## src/rtl/swfd_pkg.sv

```systemverilog
// Shared types and constants for the signed word ALU with floored division.
// Used by every module under rtl/; depends on nothing.
package swfd_pkg;

  localparam int unsigned WordW = 16;
  localparam int unsigned CmdW  = 2;
  // One quotient bit per divide stage.
  localparam int unsigned DivStages = WordW;

  typedef logic [WordW-1:0] word_t;

  typedef enum logic [CmdW-1:0] {
    CMD_ADD = 2'd0,
    CMD_SUB = 2'd1,
    CMD_MUL = 2'd2,
    CMD_DIV = 2'd3
  } cmd_t;

  // Payload that travels down the pipeline with each item.
  typedef struct packed {
    cmd_t  cmd;
    word_t alu_res;   // add/sub/mul result, settled in the first stage
    word_t a_raw;     // dividend as given, returned as remainder on zero divisor
    logic  sign_a;
    logic  sign_b;
    logic  dz;
    word_t dvs_mag;   // |b|
    word_t part_rem;  // partial remainder magnitude
    word_t quo;       // dividend bits shifting out, quotient bits shifting in
  } stage_t;

endpackage

```

## src/rtl/swfd_prep.sv

```systemverilog
// Entry stage: add, subtract and multiply results, operand magnitudes and signs.
// Depends on swfd_pkg.
module swfd_prep (
  input  logic                  clk,
  input  logic                  rst_n,
  input  logic                  adv,
  input  logic                  in_valid,
  input  swfd_pkg::cmd_t        cmd,
  input  swfd_pkg::word_t       op_a,
  input  swfd_pkg::word_t       op_b,
  output logic                  valid_o,
  output swfd_pkg::stage_t      stage_o
);

  logic             valid_r;
  swfd_pkg::stage_t stage_r;
  swfd_pkg::stage_t stage_nxt;

  always_comb begin
    stage_nxt          = '0;
    stage_nxt.cmd      = cmd;
    stage_nxt.a_raw    = op_a;
    stage_nxt.sign_a   = op_a[swfd_pkg::WordW-1];
    stage_nxt.sign_b   = op_b[swfd_pkg::WordW-1];
    stage_nxt.dz       = (cmd == swfd_pkg::CMD_DIV) && (op_b == '0);
    // |most negative| still fits as an unsigned word
    stage_nxt.dvs_mag  = op_b[swfd_pkg::WordW-1] ? (~op_b + 1'b1) : op_b;
    stage_nxt.quo      = op_a[swfd_pkg::WordW-1] ? (~op_a + 1'b1) : op_a;
    stage_nxt.part_rem = '0;
    case (cmd)
      swfd_pkg::CMD_ADD: stage_nxt.alu_res = op_a + op_b;
      swfd_pkg::CMD_SUB: stage_nxt.alu_res = op_a - op_b;
      swfd_pkg::CMD_MUL: stage_nxt.alu_res = op_a * op_b;
      default:           stage_nxt.alu_res = '0;
    endcase
  end

  always_ff @(posedge clk) begin
    if (!rst_n) begin
      valid_r <= 1'b0;
    end else if (adv) begin
      valid_r <= in_valid;
    end
  end

  always_ff @(posedge clk) begin
    if (adv) begin
      stage_r <= stage_nxt;
    end
  end

  assign valid_o = valid_r;
  assign stage_o = stage_r;

endmodule

```

## src/rtl/swfd_div_stage.sv

```systemverilog
// One restoring-division step: produces one quotient bit per stage.
// Depends on swfd_pkg.
module swfd_div_stage (
  input  logic             clk,
  input  logic             rst_n,
  input  logic             adv,
  input  logic             valid_i,
  input  swfd_pkg::stage_t stage_i,
  output logic             valid_o,
  output swfd_pkg::stage_t stage_o
);

  logic                      valid_r;
  swfd_pkg::stage_t          stage_r;
  swfd_pkg::stage_t          stage_nxt;
  logic [swfd_pkg::WordW:0]  rem_sh;
  logic [swfd_pkg::WordW:0]  diff;

  always_comb begin
    rem_sh    = {stage_i.part_rem, stage_i.quo[swfd_pkg::WordW-1]};
    diff      = rem_sh - {1'b0, stage_i.dvs_mag};
    stage_nxt = stage_i;
    if (!diff[swfd_pkg::WordW]) begin
      stage_nxt.part_rem = diff[swfd_pkg::WordW-1:0];
      stage_nxt.quo      = {stage_i.quo[swfd_pkg::WordW-2:0], 1'b1};
    end else begin
      stage_nxt.part_rem = rem_sh[swfd_pkg::WordW-1:0];
      stage_nxt.quo      = {stage_i.quo[swfd_pkg::WordW-2:0], 1'b0};
    end
  end

  always_ff @(posedge clk) begin
    if (!rst_n) begin
      valid_r <= 1'b0;
    end else if (adv) begin
      valid_r <= valid_i;
    end
  end

  always_ff @(posedge clk) begin
    if (adv) begin
      stage_r <= stage_nxt;
    end
  end

  assign valid_o = valid_r;
  assign stage_o = stage_r;

endmodule

```

## src/rtl/swfd_post.sv

```systemverilog
// Exit stage: sign and floor fix of quotient and remainder, output select.
// Depends on swfd_pkg.
module swfd_post (
  input  logic             clk,
  input  logic             rst_n,
  input  logic             adv,
  input  logic             valid_i,
  input  swfd_pkg::stage_t stage_i,
  output logic             out_valid,
  output swfd_pkg::word_t  out_result,
  output swfd_pkg::word_t  out_remainder,
  output logic             out_div_by_zero
);

  logic            valid_r;
  swfd_pkg::word_t result_r;
  swfd_pkg::word_t remainder_r;
  logic            dz_r;
  swfd_pkg::word_t result_nxt;
  swfd_pkg::word_t remainder_nxt;
  logic            dz_nxt;
  logic            differ;
  logic            floor_fix;
  logic            rem_neg;
  swfd_pkg::word_t rem_mag;
  swfd_pkg::word_t qm;

  always_comb begin
    qm        = stage_i.quo;
    differ    = stage_i.sign_a ^ stage_i.sign_b;
    floor_fix = differ && (stage_i.part_rem != '0);
    // floored remainder takes the divisor's sign: |r| = |b| - |r_trunc|
    rem_mag   = floor_fix ? (stage_i.dvs_mag - stage_i.part_rem) : stage_i.part_rem;
    rem_neg   = floor_fix ? stage_i.sign_b : stage_i.sign_a;
    result_nxt    = stage_i.alu_res;
    remainder_nxt = '0;
    dz_nxt        = 1'b0;
    if (stage_i.cmd == swfd_pkg::CMD_DIV) begin
      if (stage_i.dz) begin
        result_nxt    = '0;
        remainder_nxt = stage_i.a_raw;
        dz_nxt        = 1'b1;
      end else begin
        if (floor_fix) begin
          result_nxt = ~qm;             // -q - 1
        end else if (differ) begin
          result_nxt = ~qm + 1'b1;
        end else begin
          result_nxt = qm;
        end
        remainder_nxt = rem_neg ? (~rem_mag + 1'b1) : rem_mag;
      end
    end
  end

  always_ff @(posedge clk) begin
    if (!rst_n) begin
      valid_r <= 1'b0;
    end else if (adv) begin
      valid_r <= valid_i;
    end
  end

  always_ff @(posedge clk) begin
    if (adv) begin
      result_r    <= result_nxt;
      remainder_r <= remainder_nxt;
      dz_r        <= dz_nxt;
    end
  end

  assign out_valid       = valid_r;
  assign out_result      = result_r;
  assign out_remainder   = remainder_r;
  assign out_div_by_zero = dz_r;

endmodule

```

## src/rtl/signed_word_alu_floor_div_core.sv

```systemverilog
// Top level of the 16-bit signed ALU with floored division.
// Depends on swfd_pkg, swfd_prep, swfd_div_stage and swfd_post.
//
//   channel | ports                                      | direction
//   --------+--------------------------------------------+----------
//   in      | in_valid, in_stall, in_command, in_operand_a/b | into block
//   out     | out_valid, out_stall, out_result,          | out of block
//           | out_remainder, out_div_by_zero             |
//
// Every command passes through the same stages: one entry stage, 16 divide stages
// (one quotient bit each) and one exit stage. One transfer per cycle is taken unless in_stall is high.
// The whole pipeline moves together; it holds only while the output register
// is full and stalled, and in_stall is raised in exactly those cycles.
// Reset (synchronous, rst_n low) clears all stage valid bits.
module signed_word_alu_floor_div_core (
  input  logic                               clk,
  input  logic                               rst_n,
  input  logic                               in_valid,
  output logic                               in_stall,
  input  logic [swfd_pkg::CmdW-1:0]          in_command,
  input  logic [swfd_pkg::WordW-1:0]         in_operand_a,
  input  logic [swfd_pkg::WordW-1:0]         in_operand_b,
  output logic                               out_valid,
  input  logic                               out_stall,
  output logic [swfd_pkg::WordW-1:0]         out_result,
  output logic [swfd_pkg::WordW-1:0]         out_remainder,
  output logic                               out_div_by_zero
);

  logic             adv;
  logic             valid_s [swfd_pkg::DivStages+1];
  swfd_pkg::stage_t stage_s [swfd_pkg::DivStages+1];

  assign adv      = !(out_valid && out_stall);
  assign in_stall = !adv;

  swfd_prep u_prep (
    .clk     (clk),
    .rst_n   (rst_n),
    .adv     (adv),
    .in_valid(in_valid),
    .cmd     (swfd_pkg::cmd_t'(in_command)),
    .op_a    (in_operand_a),
    .op_b    (in_operand_b),
    .valid_o (valid_s[0]),
    .stage_o (stage_s[0])
  );

  for (genvar i = 0; i < swfd_pkg::DivStages; i++) begin : g_div
    swfd_div_stage u_stage (
      .clk    (clk),
      .rst_n  (rst_n),
      .adv    (adv),
      .valid_i(valid_s[i]),
      .stage_i(stage_s[i]),
      .valid_o(valid_s[i+1]),
      .stage_o(stage_s[i+1])
    );
  end

  swfd_post u_post (
    .clk            (clk),
    .rst_n          (rst_n),
    .adv            (adv),
    .valid_i        (valid_s[swfd_pkg::DivStages]),
    .stage_i        (stage_s[swfd_pkg::DivStages]),
    .out_valid      (out_valid),
    .out_result     (out_result),
    .out_remainder  (out_remainder),
    .out_div_by_zero(out_div_by_zero)
  );

endmodule

```

## config.mk

```make
export PLATFORM = sky130hd
export DESIGN_NAME = signed_word_alu_floor_div_core
export DESIGN_NICKNAME = d
export VERILOG_FILES = /design/src/rtl/swfd_pkg.sv /design/src/rtl/swfd_prep.sv /design/src/rtl/swfd_div_stage.sv /design/src/rtl/swfd_post.sv /design/src/rtl/signed_word_alu_floor_div_core.sv
export SDC_FILE = /design/constraint.sdc
export NUM_CORES = 2
export LEC_CHECK = 0
export ABC_AREA = 1
export BUFFER_PORTS_ARGS = -buffer_cell sky130_fd_sc_hd__buf_2
export CAP_MARGIN = 20
export CORE_UTILIZATION = 40
export DETAILED_ROUTE_END_ITERATION = 7
export PLACE_DENSITY_LB_ADDON = 0.25
export SLEW_MARGIN = 20
export SYNTH_ARGS = -nofsm -noshare
export SYNTH_HDL_FRONTEND = slang
export SYNTH_SLANG_ARGS = --single-unit
```

## constraint.sdc

```tcl
create_clock -name clk -period 40.3 [get_ports clk]
set_clock_uncertainty 0.05 [all_clocks]
set_input_delay 0 -clock clk [delete_from_list [all_inputs] [get_ports clk]]
set_output_delay 0 -clock clk [all_outputs]
set_load 0.02 [all_outputs]
```

Yosys cells after proc, flatten, opt, wreduce, memory -nomap -nowiden
Cells that the tools add are included.

word-level totals
  bits in latches = 0
  memory bits (writable) = 0
  memories kept = 0
  register bits after elaboration = 1480
  bits in read-only memories = 0
  output and inout port bits = 35

cells by class
  multiply operators = 1
  reduce and logical (&&, ||, !) cells = 6
  shift operators = 0
  bitwise gates (word level) = 5
  equal/unequal tests = 4
  $lt $le $gt $ge = 0
  $add $sub $neg = 23
  divide/modulo/power cells = 0
  mux-type cells = 28

operators by type and width
  kind                                                                    count
  32-bit two-way mux                                                      15
  17-bit by 16-bit subtractor with 17-bit output                          15
  16-bit two-way mux                                                      7
  16-bit by 1-bit adder with 16-bit output (second input constant)        4
  16-bit NOT                                                              4
  16-bit one-hot mux with 3 select lines                                  1
  16-bit subtractor                                                       2
  15-bit two-way mux                                                      2
  17-bit two-way mux                                                      1
  1-bit by 16-bit subtractor with 17-bit output                           1
  16-bit adder                                                            1
  16-bit zero test                                                        1
  16-bit by 16-bit multiplier with 16-bit output                          1
  16-bit nonzero test                                                     1
  2-bit equality test (second input constant)                             3
  1-bit logical AND                                                       3
  2-bit by 1-bit equality test with 1-bit output (second input constant)  1
  2-bit zero test                                                         1
  1-bit two-way mux                                                       2
  1-bit XOR                                                               1

Longest topological paths before layout
  depth after elaboration = 7
  depth in mapped cells = 28
  mapped depth without buffers = 26

Cells and area by module
Synthesis repeated with hierarchy kept, for this count alone.

unflattened totals
  cells, all modules = 7530
  area, all modules = 76463.3 µm²

modules (own cells, without submodules)
  module                                 area an instance (µm²)  cells each  times used
  swfd_div_stage (g_div[0].u_stage ...)  4036.4                  371         15
  swfd_prep                              8348.0                  1078        1
  swfd_div_stage (g_div[9].u_stage)      4134.0                  372         1
  swfd_post                              3425.8                  513         1
  signed_word_alu_floor_div_core         10.0                    2           1

Worst setup path before layout
Ideal clock, no wire load.

  path kind = reg-to-reg
  start point = register u_post.valid_r, in the netlist u_post.out_valid
  end point = register g_div[0].u_stage.stage_r, in the netlist g_div[0].u_stage.stage_o[0], enable pin
  arrival time = 39.064 ns
  path buffers = 1
  stages on the path, launching flop included = 3
  clock period less this slack = 41.461 ns
  slack = -1.161 ns
  data required time = 37.903 ns
  cell sequence = dfxtp_1 nand2_1 clkbuf_1

on the way
  word-level cells in the longest chain between the ends = 1

RTL lines
  what                      RTL line                              source
  start: declaration        swfd_post.sv:15                       logic valid_r;
  start signal: assignment  swfd_post.sv:60                       valid_r <= valid_i;
  1-bit logical AND         signed_word_alu_floor_div_core.sv:34  assign adv = !(out_valid && out_stall);
  end signal: assignment    swfd_div_stage.sv:42                  stage_r <= stage_nxt;
  end: declaration          swfd_div_stage.sv:14                  swfd_pkg::stage_t stage_r;

Every way passes these cells.
A chain may end at the register's enable or synchronous reset.

Worst setup path after layout
  start point = register u_post.valid_r, in the netlist u_post.out_valid
  end point = register g_div[0].u_stage.stage_r, in the netlist g_div[0].u_stage.stage_o[78], enable pin

The elaborated chain is that of the path after synthesis.

==> impl_metrics.prom <==
# TYPE chip_impl_metric gauge
chip_impl_info{name="result_of_the_run",value="complete, no violations"} 1
chip_impl_metric{name="viasPerCell",unit=""} 4.75
chip_impl_info{name="synth.area.top_cells",value="sky130_fd_sc_hd__edfxtp_1 (65%), sky130_fd_sc_hd__ha_1 (6.2%), sky130_fd_sc_hd__nand2_1 (4.4%)"} 1
chip_impl_metric{name="total_leakage_power",unit="nW"} 31.2
chip_impl_metric{name="multi_input_combinational_cell_area",unit="um^2"} 19200
chip_impl_metric{name="final-max-slew-violation-count",unit=""} 0
chip_impl_metric{name="drt_iter0_markers",unit=""} 2235
chip_impl_metric{name="register_area",unit="um^2"} 43300
chip_impl_metric{name="finalCoreUtilization",unit=""} 0.454
chip_impl_metric{name="cpPeakStageDelay",unit="ns"} 0.92
chip_impl_metric{name="grt_pass1_vias",unit=""} 37100
chip_impl_metric{name="place_ws",unit="ns"} 34.44
chip_impl_metric{name="synth.top_cell.area_share",unit=""} 0.653
chip_impl_metric{name="cp_data_arrival_time",unit="ns"} 6.13
chip_impl_metric{name="fin_nets",unit=""} 5896
chip_impl_metric{name="detailedRoute.firstPassIterationCount",unit=""} 5
chip_impl_metric{name="postCtsSetupBuffers",unit=""} 0
chip_impl_metric{name="share_of_total_power_consumed_by_net_switching",unit=""} 0.333
chip_impl_metric{name="tightest_slew",unit="ns"} 1.05
chip_impl_metric{name="chipWidth",unit="um"} 407
chip_impl_metric{name="clock_tree.buffer_depth",unit=""} 3
chip_impl_metric{name="worst_skew_pair.late_latency",unit="ns"} 0.77
chip_impl_info{name="unrepaired_setup_endpoints_after_global_routing",value="no"} 1
chip_impl_metric{name="clkSinkCount",unit=""} 1447
chip_impl_metric{name="share_of_synthesized_area_occupied_by_flip_flops_and_latches",unit=""} 0.658
chip_impl_metric{name="synth-edff-count",unit=""} 1429
chip_impl_info{name="cp_cell_sequence",value="nand2_4 > buf_4 > buf_4 > buf_4 > buf_12 > buf_4"} 1
chip_impl_metric{name="fp.dieArea",unit="um^2"} 166000
chip_impl_metric{name="net-switching-power",unit="mW"} 1.78
chip_impl_metric{name="routed_wire_length_per_instance",unit="um"} 16.0
chip_impl_metric{name="combPwrFrac",unit=""} 0.322
chip_impl_metric{name="antenna_left",unit=""} 0
chip_impl_metric{name="p_clk_frac",unit=""} 0.251
chip_impl_metric{name="gp_congestion",unit=""} 0.862
chip_impl_metric{name="maximum_fanout_encountered_on_the_critical_timing_path",unit=""} 167
chip_impl_metric{name="initial_util",unit=""} 0.403
chip_impl_info{name="yosysMostFrequentCell",value="sky130_fd_sc_hd__edfxtp_1"} 1
chip_impl_metric{name="cts-buffers-inserted",unit=""} 153
chip_impl_metric{name="clk_pin_slew",unit="ns"} 0.06
chip_impl_metric{name="grt_pass1_wl",unit="mm"} 196
chip_impl_metric{name="syn_avg_cell_area",unit="um^2"} 12.6
chip_impl_metric{name="max-cap-violations",unit=""} 0
chip_impl_metric{name="final_setup_violation_count",unit=""} 0
chip_impl_metric{name="vdd_drop_max",unit="uV"} 44.1
chip_impl_metric{name="seq_power_share",unit=""} 0.427
chip_impl_metric{name="fill_cells",unit=""} 14600
chip_impl_metric{name="core.rowCount",unit=""} 148
chip_impl_metric{name="grt_max_degree",unit=""} 191
chip_impl_metric{name="boundaryPins",unit=""} 73
chip_impl_metric{name="max_slew_margin",unit=""} 0.300
chip_impl_metric{name="synth.ff_latch_count",unit=""} 1447
chip_impl_metric{name="yosysWarnings",unit=""} 0
chip_impl_metric{name="timing.hold.ws",unit="ns"} 0.0932
chip_impl_metric{name="area_growth_syn_to_fin",unit="%"} 12.5
chip_impl_info{name="synth-main-ff-cell",value="sky130_fd_sc_hd__edfxtp_1"} 1
chip_impl_metric{name="synth_instances",unit=""} 5229
chip_impl_metric{name="drc",unit=""} 0
chip_impl_metric{name="maxClockFrequency",unit="GHz"} 0.172
chip_impl_metric{name="final.setup.tns",unit="ns"} 0
chip_impl_metric{name="io_buffers",unit=""} 72
chip_impl_metric{name="cts_repair_resize_count",unit=""} 0
chip_impl_metric{name="post_route_worst_setup_slack",unit="ns"} 34.49
chip_impl_info{name="worst_setup_path_end_kind",value="flip-flop"} 1
chip_impl_metric{name="die_h",unit="um"} 407
chip_impl_metric{name="core",unit="um^2"} 163000
chip_impl_metric{name="hpwl",unit="mm"} 88.8
chip_impl_info{name="min-delay-path-class",value="input pin to flip-flop"} 1
chip_impl_info{name="criticalPathCategory",value="flip-flop to flip-flop"} 1
chip_impl_metric{name="finalCriticalPeriod",unit="ns"} 5.81
chip_impl_metric{name="cts_hold_buffers",unit=""} 48
chip_impl_info{name="tritoncts",value="done"} 1
chip_impl_metric{name="synthDistinctLibCells",unit=""} 69
chip_impl_info{name="ctsRootBufferMaster",value="sky130_fd_sc_hd__clkbuf_16"} 1
chip_impl_info{name="yosys.area.top_type",value="sky130_fd_sc_hd__edfxtp_1"} 1
chip_impl_metric{name="vias",unit=""} 36800
chip_impl_metric{name="overflow",unit=""} 0
chip_impl_metric{name="drt-total-wl",unit="mm"} 124
chip_impl_metric{name="cp.required",unit="ns"} 40.62
chip_impl_info{name="worst_path_most_repeated_cell",value="sky130_fd_sc_hd__buf_4"} 1
chip_impl_metric{name="hold_viol_final",unit=""} 0
chip_impl_metric{name="htreeDepth",unit=""} 4
chip_impl_metric{name="netlist_area",unit="um^2"} 65700
chip_impl_metric{name="power.density_cell_area",unit="nW/um^2"} 72.6
chip_impl_metric{name="grt_antenna_before_repair",unit=""} 0
chip_impl_info{name="crit_slowest_cell",value="sky130_fd_sc_hd__buf_4"} 1
chip_impl_metric{name="internal_power",unit="mW"} 3.58
chip_impl_metric{name="final_layout_size_suffix_gt1_frac",unit=""} 0.0766
chip_impl_info{name="synth_commonest_cells",value="sky130_fd_sc_hd__edfxtp_1 (1429), sky130_fd_sc_hd__nand2_1 (774), sky130_fd_sc_hd__inv_1 (714), sky130_fd_sc_hd__a21oi_1 (457), sky130_fd_sc_hd__nor2_1 (370)"} 1
chip_impl_metric{name="final.period_utilization",unit=""} 0.144
chip_impl_metric{name="async_reset_ff_frac",unit=""} 0
chip_impl_metric{name="groute.usage.overall",unit=""} 0.150
chip_impl_info{name="cp-start-kind",value="flip-flop"} 1
-- path summary, 6_finish.rpt --
kind	from	to	slack [ns]	depth (start not counted)
setup reg to reg	u_post.out_valid	g_div[0].u_stage.stage_o[78]	34.49	6
hold / removal	in_operand_b[15]	u_prep.stage_o[49]	0.09	2
setup / recovery	u_post.out_valid	g_div[0].u_stage.stage_o[78]	34.49	6
hold reg to reg	g_div[10].u_stage.stage_o[59]	g_div[11].u_stage.stage_o[59]	0.35	0
-- state kept, by name (all words and copies together) (netlist names) --
| name | flops |
|---|---|
| u_post.out_remainder | 16 |
| u_post.out_result | 16 |
| u_post.out_valid | 1 |
| g_div.u_stage.stage_o | 1329 |
| g_div.u_stage.valid_o | 16 |
| u_post.out_div_by_zero | 1 |
| u_prep.stage_o | 67 |
| u_prep.valid_o | 1 |
-- layer usage --
layer / routed length, um / vias up / part of all wire / track usage
li1: - / 18500 / - / -
met1: 48000 / 17400 / 0.39 / 0.160
met2: 65300 / 585 / 0.53 / 0.279
met3: 4040 / 265 / 0.033 / 0.0272
met4: 6420 / 0 / 0.052 / 0.0793
met5: 0 / - / 0 / 0
-- placed cells by master (no fill, tap or decap), drive strengths merged, types with 2 or more instances in the layout --
master,netlist,layout
a211oi,2,2
a21boi,27,27
a21o,34,34
a21oi,464,464
a221oi,11,11
a31oi,22,22
a32o,2,2
and2,4,4
buf,63,100
bufinv,0,11
clkbuf,40,181
clkinv,3,76
clkinvlp,0,7
conb,1,7
dfxtp,18,18
dlygate4sd3,0,48
edfxtp,1429,1429
fa,97,97
ha,326,326
inv,723,734
nand2,795,795
nand3,131,131
nand3b,24,24
nand4,27,27
nor2,378,378
nor3,33,33
nor3b,3,3
nor4,8,8
o2111ai,9,9
o211ai,3,3
o21a,4,4
o21ai,236,236
o21bai,6,6
o22ai,3,3
o31ai,10,10
or2,11,11
xnor2,124,124
xor2,155,155
-- cells by family after synthesis --
group / after synthesis / synth area share
xor+xnor: 279 / 0.0383
other cells: 1 / 0.0000570
simple gates: 1414 / 0.0910
compound gates: 836 / 0.0711
flops: 1447 / 0.658
buf+inv: 829 / 0.0498
fa+ha+maj: 423 / 0.0916
-- layout make-up --
| class | instances | share of cell area |
|---|---|---|
| well taps | 2175 | 0.0368 |
| repair buffers | 148 | 0.0149 |
| flip-flops and latches | 1447 | 0.585 |
| clock inverters | 102 | 0.0122 |
| diodes | 1 | 0.0000338 |
| clock buffers | 181 | 0.0538 |
| multi-input cells | 2959 | 0.260 |
| inverters | 726 | 0.0370 |
-- power by group through the flow --
stage	Sequential, mW	Combinational [mW]	Clock (mW)
4_1_cts	2.30	1.73	1.39
2_1_floorplan	2.27	1.36	0
6_report	2.29	1.73	1.35
3_3_place_gp	2.32	1.69	0
3_5_place_dp	2.33	1.72	0
5_1_grt	2.33	1.97	1.45
-- worst max-delay path: cells and delay by family (launching register included) --
family                 cells  cell delay (ns)
buffers and inverters      5             4.09
DFF                        1             0.33
and+or+nand+nor            1             0.51
-- through the flow --
step | total power [mW] | area (um^2) | instances
2_1_floorplan | 3.63 | 65800 | 5235
3_3_place_gp | 4.01 | 68500 | 7406
3_5_place_dp | 4.04 | 68500 | 7406
4_1_cts | 5.42 | 73900 | 7737
5_1_grt | 5.75 | 73900 | 7738
6_report | 5.37 | 73900 | 7739
Note: power is estimated with default switching activity, not from simulation.
